$ cat src/rtl/dbff_pkg.sv
// shared types, constants and helper functions for the drone beacon frame filter
`default_nettype none

package dbff_pkg;

    localparam int SSID_ELEMENT_OFFSET = 36;
    localparam int ADDR2_OFFSET        = 10;
    localparam int ADDR_BYTES          = 6;
    localparam int MAX_FRAME_BYTES     = 4096;

    localparam int POS_W   = $clog2(MAX_FRAME_BYTES + 1);
    localparam int MAC_W   = 8 * ADDR_BYTES;
    localparam int CNT_W   = 32;
    localparam int PHASE_W = 4;

    localparam logic [POS_W-1:0] FC0_POS      = POS_W'(0);
    localparam logic [POS_W-1:0] FC1_POS      = POS_W'(1);
    localparam logic [POS_W-1:0] ADDR2_FIRST  = POS_W'(ADDR2_OFFSET);
    localparam logic [POS_W-1:0] ADDR2_END    = POS_W'(ADDR2_OFFSET + ADDR_BYTES);
    localparam logic [POS_W-1:0] SSID_ID_POS  = POS_W'(SSID_ELEMENT_OFFSET);
    localparam logic [POS_W-1:0] SSID_LEN_POS = POS_W'(SSID_ELEMENT_OFFSET + 1);
    localparam logic [POS_W-1:0] SSID_BODY    = POS_W'(SSID_ELEMENT_OFFSET + 2);
    localparam logic [POS_W-1:0] POS_LIMIT    = POS_W'(MAX_FRAME_BYTES);

    localparam logic [7:0] FC0_MASK   = 8'hFC;
    localparam logic [7:0] FC0_BEACON = 8'h80;
    localparam logic [7:0] FC1_DS_MSK = 8'h03;

    localparam logic [PHASE_W-1:0] PREFIX_LEN = PHASE_W'(7);
    localparam logic [PHASE_W-1:0] MATCH_LEN  = PHASE_W'(14);
    localparam logic [PHASE_W-1:0] PHASE_IDLE = PHASE_W'(0);
    localparam logic [PHASE_W-1:0] PHASE_ONE  = PHASE_W'(1);

    localparam logic [CNT_W-1:0] CNT_MAX = {CNT_W{1'b1}};

    typedef struct packed {
        logic [7:0] data_byte;
        logic       last_byte;
        logic       fcs_ok;
    } in_beat_t;

    typedef struct packed {
        logic             frame_good;
        logic             drone_beacon;
        logic [MAC_W-1:0] source_mac;
        logic             same_as_first;
        logic [CNT_W-1:0] frame_count;
        logic [CNT_W-1:0] good_count;
        logic [CNT_W-1:0] beacon_count;
    } out_beat_t;

    function automatic logic [7:0] prefix_char(input logic [2:0] idx);
        logic [7:0] c;
        case (idx)
            3'd0:    c = "D";
            3'd1:    c = "r";
            3'd2:    c = "o";
            3'd3:    c = "n";
            3'd4:    c = "e";
            3'd5:    c = "4";
            3'd6:    c = "_";
            default: c = 8'h00;
        endcase
        return c;
    endfunction

    function automatic logic is_word(input logic [7:0] c);
        return (c >= "0" && c <= "9") || (c >= "A" && c <= "Z") ||
               (c >= "a" && c <= "z") || (c == "_");
    endfunction

    function automatic logic [CNT_W-1:0] sat_inc(input logic [CNT_W-1:0] v);
        return (v == CNT_MAX) ? v : v + CNT_W'(1);
    endfunction

endpackage

`default_nettype wire

$ cat src/rtl/drone_beacon_frame_filter.sv
// top level: per-byte beacon parser, drone ssid matcher, counters and result register
//
// Frame bytes are taken one per cycle on the frame channel while frame_ready is high,
// starting at frame control. Every byte updates the parser state in the same cycle it
// is accepted; the byte that carries last_byte produces one result beat, registered and
// shown on the next cycle, so the block sustains one byte per clock while not stalled.
// A single result register sits between the two sides: while a result waits,
// frame_ready stays high as long as result_ready is high, and drops only when the result
// register is full and not being drained. Bytes at position 4096 and beyond are ignored
// except for their last_byte and fcs_ok marks. No clearing pass is needed after reset.
`default_nettype none

module drone_beacon_frame_filter (
    input  wire                   clk,
    input  wire                   rst_n,
    input  wire                   frame_valid,
    output logic                  frame_ready,
    input  dbff_pkg::in_beat_t    frame_beat,
    output logic                  result_valid,
    input  wire                   result_ready,
    output dbff_pkg::out_beat_t   result_beat
);
    import dbff_pkg::*;

    logic [POS_W-1:0]   pos_reg, pos_next;
    logic               fc_ok_reg, fc_ok_next;
    logic               id_zero_reg, id_zero_next;
    logic [7:0]         ssid_len_reg, ssid_len_next;
    logic               ssid_ended_reg, ssid_ended_next;
    logic [PHASE_W-1:0] phase_reg, phase_next;
    logic               found_reg, found_next;
    logic [MAC_W-1:0]   mac_reg, mac_next;
    logic [MAC_W-1:0]   first_mac_reg, first_mac_next;
    logic               first_valid_reg, first_valid_next;
    logic [CNT_W-1:0]   frames_reg, frames_next;
    logic [CNT_W-1:0]   good_reg, good_next;
    logic [CNT_W-1:0]   beacons_reg, beacons_next;
    logic               out_valid_reg, out_valid_next;
    out_beat_t          out_beat_reg, out_beat_next;

    logic               accept;
    logic               end_beat;
    logic [7:0]         b;
    logic [POS_W-1:0]   body_ofs;
    logic               in_body;
    logic               drone;
    logic [MAC_W-1:0]   ref_mac;

    assign frame_ready  = !out_valid_reg || result_ready;
    assign accept       = frame_valid && frame_ready;
    assign end_beat     = accept && frame_beat.last_byte;
    assign b            = frame_beat.data_byte;
    assign body_ofs     = pos_reg - SSID_BODY;
    assign in_body      = (pos_reg >= SSID_BODY) && (body_ofs < POS_W'(ssid_len_reg));
    assign result_valid = out_valid_reg;
    assign result_beat  = out_beat_reg;

    always_comb
    begin
        pos_next        = pos_reg;
        fc_ok_next      = fc_ok_reg;
        id_zero_next    = id_zero_reg;
        ssid_len_next   = ssid_len_reg;
        ssid_ended_next = ssid_ended_reg;
        phase_next      = phase_reg;
        found_next      = found_reg;
        mac_next        = mac_reg;

        if (pos_reg < POS_LIMIT)
        begin
            pos_next = pos_reg + POS_W'(1);

            if (pos_reg == FC0_POS)
                fc_ok_next = (b & FC0_MASK) == FC0_BEACON;
            else if (pos_reg == FC1_POS)
                fc_ok_next = fc_ok_reg && ((b & FC1_DS_MSK) == 8'h00);

            if (pos_reg >= ADDR2_FIRST && pos_reg < ADDR2_END)
                mac_next = {mac_reg[MAC_W-9:0], b};

            if (pos_reg == SSID_ID_POS)
                id_zero_next = (b == 8'h00);
            else if (pos_reg == SSID_LEN_POS)
                ssid_len_next = b;
            else if (in_body && id_zero_reg && !ssid_ended_reg && !found_reg)
            begin
                if (b == 8'h00)
                    ssid_ended_next = 1'b1;
                else if (phase_reg < PREFIX_LEN)
                begin
                    if (b == prefix_char(phase_reg[2:0]))
                        phase_next = phase_reg + PHASE_W'(1);
                    else if (b == prefix_char(3'd0))
                        phase_next = PHASE_ONE;
                    else
                        phase_next = PHASE_IDLE;
                end
                else if (is_word(b))
                begin
                    if (phase_reg + PHASE_W'(1) >= MATCH_LEN)
                    begin
                        found_next = 1'b1;
                        phase_next = PHASE_IDLE;
                    end
                    else
                        phase_next = phase_reg + PHASE_W'(1);
                end
                else
                    phase_next = PHASE_IDLE;
            end
        end

        drone = frame_beat.fcs_ok && fc_ok_next && id_zero_next && found_next;
        ref_mac = first_valid_reg ? first_mac_reg : mac_next;

        first_mac_next   = first_mac_reg;
        first_valid_next = first_valid_reg;
        frames_next      = frames_reg;
        good_next        = good_reg;
        beacons_next     = beacons_reg;
        out_beat_next    = out_beat_reg;
        out_valid_next   = out_valid_reg && !result_ready;

        if (end_beat)
        begin
            frames_next = sat_inc(frames_reg);
            if (frame_beat.fcs_ok)
                good_next = sat_inc(good_reg);
            if (drone)
            begin
                beacons_next = sat_inc(beacons_reg);
                if (!first_valid_reg)
                begin
                    first_mac_next   = mac_next;
                    first_valid_next = 1'b1;
                end
            end
            out_valid_next              = 1'b1;
            out_beat_next.frame_good    = frame_beat.fcs_ok;
            out_beat_next.drone_beacon  = drone;
            out_beat_next.source_mac    = mac_next;
            out_beat_next.same_as_first = drone && (mac_next == ref_mac);
            out_beat_next.frame_count   = frames_next;
            out_beat_next.good_count    = good_next;
            out_beat_next.beacon_count  = beacons_next;
        end
    end

    always_ff @(posedge clk or negedge rst_n)
    begin
        if (!rst_n)
        begin
            pos_reg         <= '0;
            fc_ok_reg       <= 1'b0;
            id_zero_reg     <= 1'b0;
            ssid_len_reg    <= '0;
            ssid_ended_reg  <= 1'b0;
            phase_reg       <= PHASE_IDLE;
            found_reg       <= 1'b0;
            mac_reg         <= '0;
            first_mac_reg   <= '0;
            first_valid_reg <= 1'b0;
            frames_reg      <= '0;
            good_reg        <= '0;
            beacons_reg     <= '0;
            out_valid_reg   <= 1'b0;
        end
        else
        begin
            if (end_beat)
            begin
                pos_reg        <= '0;
                fc_ok_reg      <= 1'b0;
                id_zero_reg    <= 1'b0;
                ssid_len_reg   <= '0;
                ssid_ended_reg <= 1'b0;
                phase_reg      <= PHASE_IDLE;
                found_reg      <= 1'b0;
                mac_reg        <= '0;
            end
            else if (accept)
            begin
                pos_reg        <= pos_next;
                fc_ok_reg      <= fc_ok_next;
                id_zero_reg    <= id_zero_next;
                ssid_len_reg   <= ssid_len_next;
                ssid_ended_reg <= ssid_ended_next;
                phase_reg      <= phase_next;
                found_reg      <= found_next;
                mac_reg        <= mac_next;
            end
            first_mac_reg   <= first_mac_next;
            first_valid_reg <= first_valid_next;
            frames_reg      <= frames_next;
            good_reg        <= good_next;
            beacons_reg     <= beacons_next;
            out_valid_reg   <= out_valid_next;
        end
    end

    always_ff @(posedge clk)
    begin
        out_beat_reg <= out_beat_next;
    end

endmodule

`default_nettype wire

$ cat config.mk
export PLATFORM = sky130hd
export DESIGN_NAME = drone_beacon_frame_filter
export DESIGN_NICKNAME = d
export VERILOG_FILES = /design/src/rtl/dbff_pkg.sv /design/src/rtl/drone_beacon_frame_filter.sv
export SDC_FILE = /design/constraint.sdc
export NUM_CORES = 1
export LEC_CHECK = 0
export ABC_CLOCK_PERIOD_IN_PS = 11530
export CORE_UTILIZATION = 35
export DETAILED_ROUTE_END_ITERATION = 10
export DONT_BUFFER_PORTS = 1
export SLEW_MARGIN = 10
export SYNTH_ARGS = -nofsm -noshare
export SYNTH_HDL_FRONTEND = slang
export SYNTH_SLANG_ARGS = --single-unit
$ cat constraint.sdc
create_clock -name clk -period 11.53 [get_ports clk]
set_clock_uncertainty 0.2 [all_clocks]
set_input_delay 1.7295 -clock clk [delete_from_list [all_inputs] [get_ports clk]]
set_output_delay 1.7295 -clock clk [all_outputs]
set_load 0.02 [all_outputs]
==> metrics.csv <==
metric;value;unit
placed wire-length estimate;26400;microns
cell repeated most along the worst path;sky130_fd_sc_hd__buf_4;
flip-flop count of the largest register after layout;147;
residual DRC count;0;
largest family of logic cells by synthesized area;simple AND/OR/NAND/NOR gates;
clock period minus worst slack;4680;ps
number of buffers added on ports;0;
first-pass GRT wire length;64900;microns
category of the worst setup path launch point;primary input;
predominant post-synthesis flop cell;sky130_fd_sc_hd__dfrtp_1;
Final Hold Viols;0;
Mapped Cells;1563;
Post-Synthesis Cell Area;17600;sq um
number of diodes;0;
via/cell ratio;5.08;
layout cell share with drive strength beyond 1;8.15;%
pin slew with the least headroom to its limit;1100;ps
Die Area;51100;sq um
clock tree from TritonCTS;built;
Std-Cell Rows;81;
initial detailed-routing violation count;680;
HP Class;flop to flop;
clock edge transition at the registers on the reported setup and hold paths;60;ps
simple-gate area share of the yosys netlist;14.8;%
adder-cell area share of the yosys netlist;1.42;%
leading cell type in the layout, fill and taps excluded;sky130_fd_sc_hd__dfrtp_1;
I/O pin total;163;
number of enable-type register cells in the synthesized netlist;147;
post-layout instance count excluding filler cells;2247;
share of the synthesized netlist area taken by xor and xnor gates;11.6;%
power per standard cell area;155;nW/um^2
Initial Utilization;35.7;%
largest fanout of any net on the critical path;103;
setup repair after global routing missed its margin;no;
clk root buf;sky130_fd_sc_hd__clkbuf_16;
Clock Sinks;370;
highest achievable clock rate;0.214;GHz
count of cell types in the netlist;72;
LEAKAGE;8.03;nW
crit-path max cell delay;860;ps
global placer's final weighted congestion;0.861;
count of maximum capacitance violations;0;
CP Cell Sequence;nand2b_1 > and2_1 > buf_4 > nand2_2 > buf_4 > inv_8 > buf_4 > and2_1 > nand3_1 > xnor2_1;
Fin Setup TNS;0;ps
number of buffers created by CTS;43;
Final ANT Viol Nets;0;
Post-CTS Setup Bufs;0;
final setup violating endpoints;0;
vias in the first global route;11312;
type of the setup path with the least slack;primary input to flop;
Post-CTS Resized;0;
max-slew violation total from the final report;0;
warnings from Yosys;0;
Worst Setup Slack, final;6850;ps
DP Cell Count;2167;
mean area per synthesized cell;11.2;sq um
antenna violations before repair;0;
largest net degree at the start of global routing;224;
IR Drop Worst-Case VDD;91.3;uV
worst slack at placement;6190;ps
number of nets at the end of the flow;1582;
arrival time at the worst endpoint;4930;ps
sequential fraction of the synthesis area;56.9;%
Compound-Gate Fraction of Synth Area;7.11;%
Detailed Routing Iterations Pass 1;4;
GRT Resource Usage Total;16.2;%
total of flip-flops plus latches after synthesis;370;
wirelength, routed;40500;microns
result of the run;completed;
number of H-tree levels;2;
Final Cycle Share;40.6;%
Core Region;49300;sq um
highest-delay cell along the critical path;sky130_fd_sc_hd__buf_4;
Die Height;226;microns
Critical Path RT;11780;ps
multiplexer area fraction after synthesis;4.77;%
Layout Cell Area excl Fill;19600;sq um
maximum buffer depth of the clock tree;3;
Clock Latency Late Sink;580;ps
Mapped Nets;1597;
CTS Hold Bufs;0;
worst rel slew slack;26.2;%
highest-count cells in the layout ignoring fill and taps;223 x sky130_fd_sc_hd__dfrtp_1, 169 x sky130_fd_sc_hd__nand2_1, 157 x sky130_fd_sc_hd__xnor2_1;
async set-or-reset flop fraction in the synthesized netlist;60.3;%
post-synthesis to final-layout area growth;11.6;%
Setup crit end kind;flop;
total grt overflow;0;
instance area after placement;18200;sq um
average wire per standard cell;18.0;microns
DIE WIDTH;226;microns
vias after detailed routing;11417;
==> cells in the mapped netlist (all sizes together), types with 5 or more instances <==
library cell,count,area share (%)
o21ai,88,2.5
nand2b,11,0.39
nand3,76,2.2
or3,12,0.43
mux2,38,2.8
edfxtp,147,25
nand2,171,3.7
inv,73,1.6
dfrtp,223,32
xnor2,157,7.8
a22oi,6,0.26
and2,12,0.43
and3,28,1.0
nor2,85,1.8
and4,9,0.45
nor4,9,0.32
clkbuf,49,1.1
buf,22,0.71
or4,7,0.30
nor2b,16,0.57
xor2,76,3.8
nand4,49,1.7
a31oi,5,0.18
ha,20,1.4
nor3,26,0.95
o22ai,12,0.43
a22o,16,0.80
mux2i,35,2.0
a21oi,33,0.94
==> area by class of cell <==
cell class                 instances  area (sq um)
multi-input combinational       1048          6990
timing repair buffer              11          82.6
sequential                       370          9990
tap                              664           831
fill                            4800         29600
inverter                          74           285
clock buffer                      58          1170
clock inverter                    22           253
==> through the flow <==
step,utilization [%],hold WS [ps],total power [mW]
floorplan,-,243,1.65
global placement,36.9,257,1.69
detailed placement,36.9,264,1.69
CTS,39.8,278,3.09
global route,39.8,305,3.17
finish,39.8,283,3.04
==> logic make-up after synthesis <==
family          count (synthesis)
simple gates                  523
flops                         370
xor+xnor                      233
compound gates                199
buf+inv                       145
mux                            73
fa+ha+maj                      20
==> per-layer routing <==
layer / global-route usage (%) / wire length, microns / vias to the layer above
met5: 0 / 0 / -
met1: 22.6 / 19200 / 5678
met3: 4.14 / 2160 / 60
met2: 24.7 / 18300 / 239
li1: - / - / 5440
met4: 4.73 / 869 / 0
==> worst max-delay path: cells and delay by family <==
kind	cells	cell delay [ps]
buffers and inverters	4	1960
AND/OR/NAND/NOR	5	990
XOR/XNOR	1	140
==> path summary, 6_finish.rpt <==
path | start | to | slack, ps | cells after the start
max in group asynchronous | rst_n | frames_reg[28]$_DFFE_PN0P_ | 9970 | 0
min in group asynchronous | rst_n | mac_reg[46]$_DFFE_PN0P_ | 640 | 0
worst min-delay path | fc_ok_reg$_DFFE_PN0P_ | fc_ok_reg$_DFFE_PN0P_ | 280 | 2
worst max-delay path | result_ready | good_reg[17]$_DFFE_PN0P_ | 6850 | 10
worst min register to register | fc_ok_reg$_DFFE_PN0P_ | fc_ok_reg$_DFFE_PN0P_ | 280 | 2
worst max register to register | pos_reg[2]$_DFFE_PN0P_ | first_mac_reg[27]$_DFFE_PN0P_ | 6950 | 12
==> where the power goes <==
| group | internal [mW] | switching [mW] | total, mW |
|---|---|---|---|
| clock network | 0.813 | 0.567 | 1.38 |
| registers | 1.43 | 0.0811 | 1.51 |
| logic | 0.0593 | 0.0902 | 0.149 |
(Power assumes the default switching activity.)
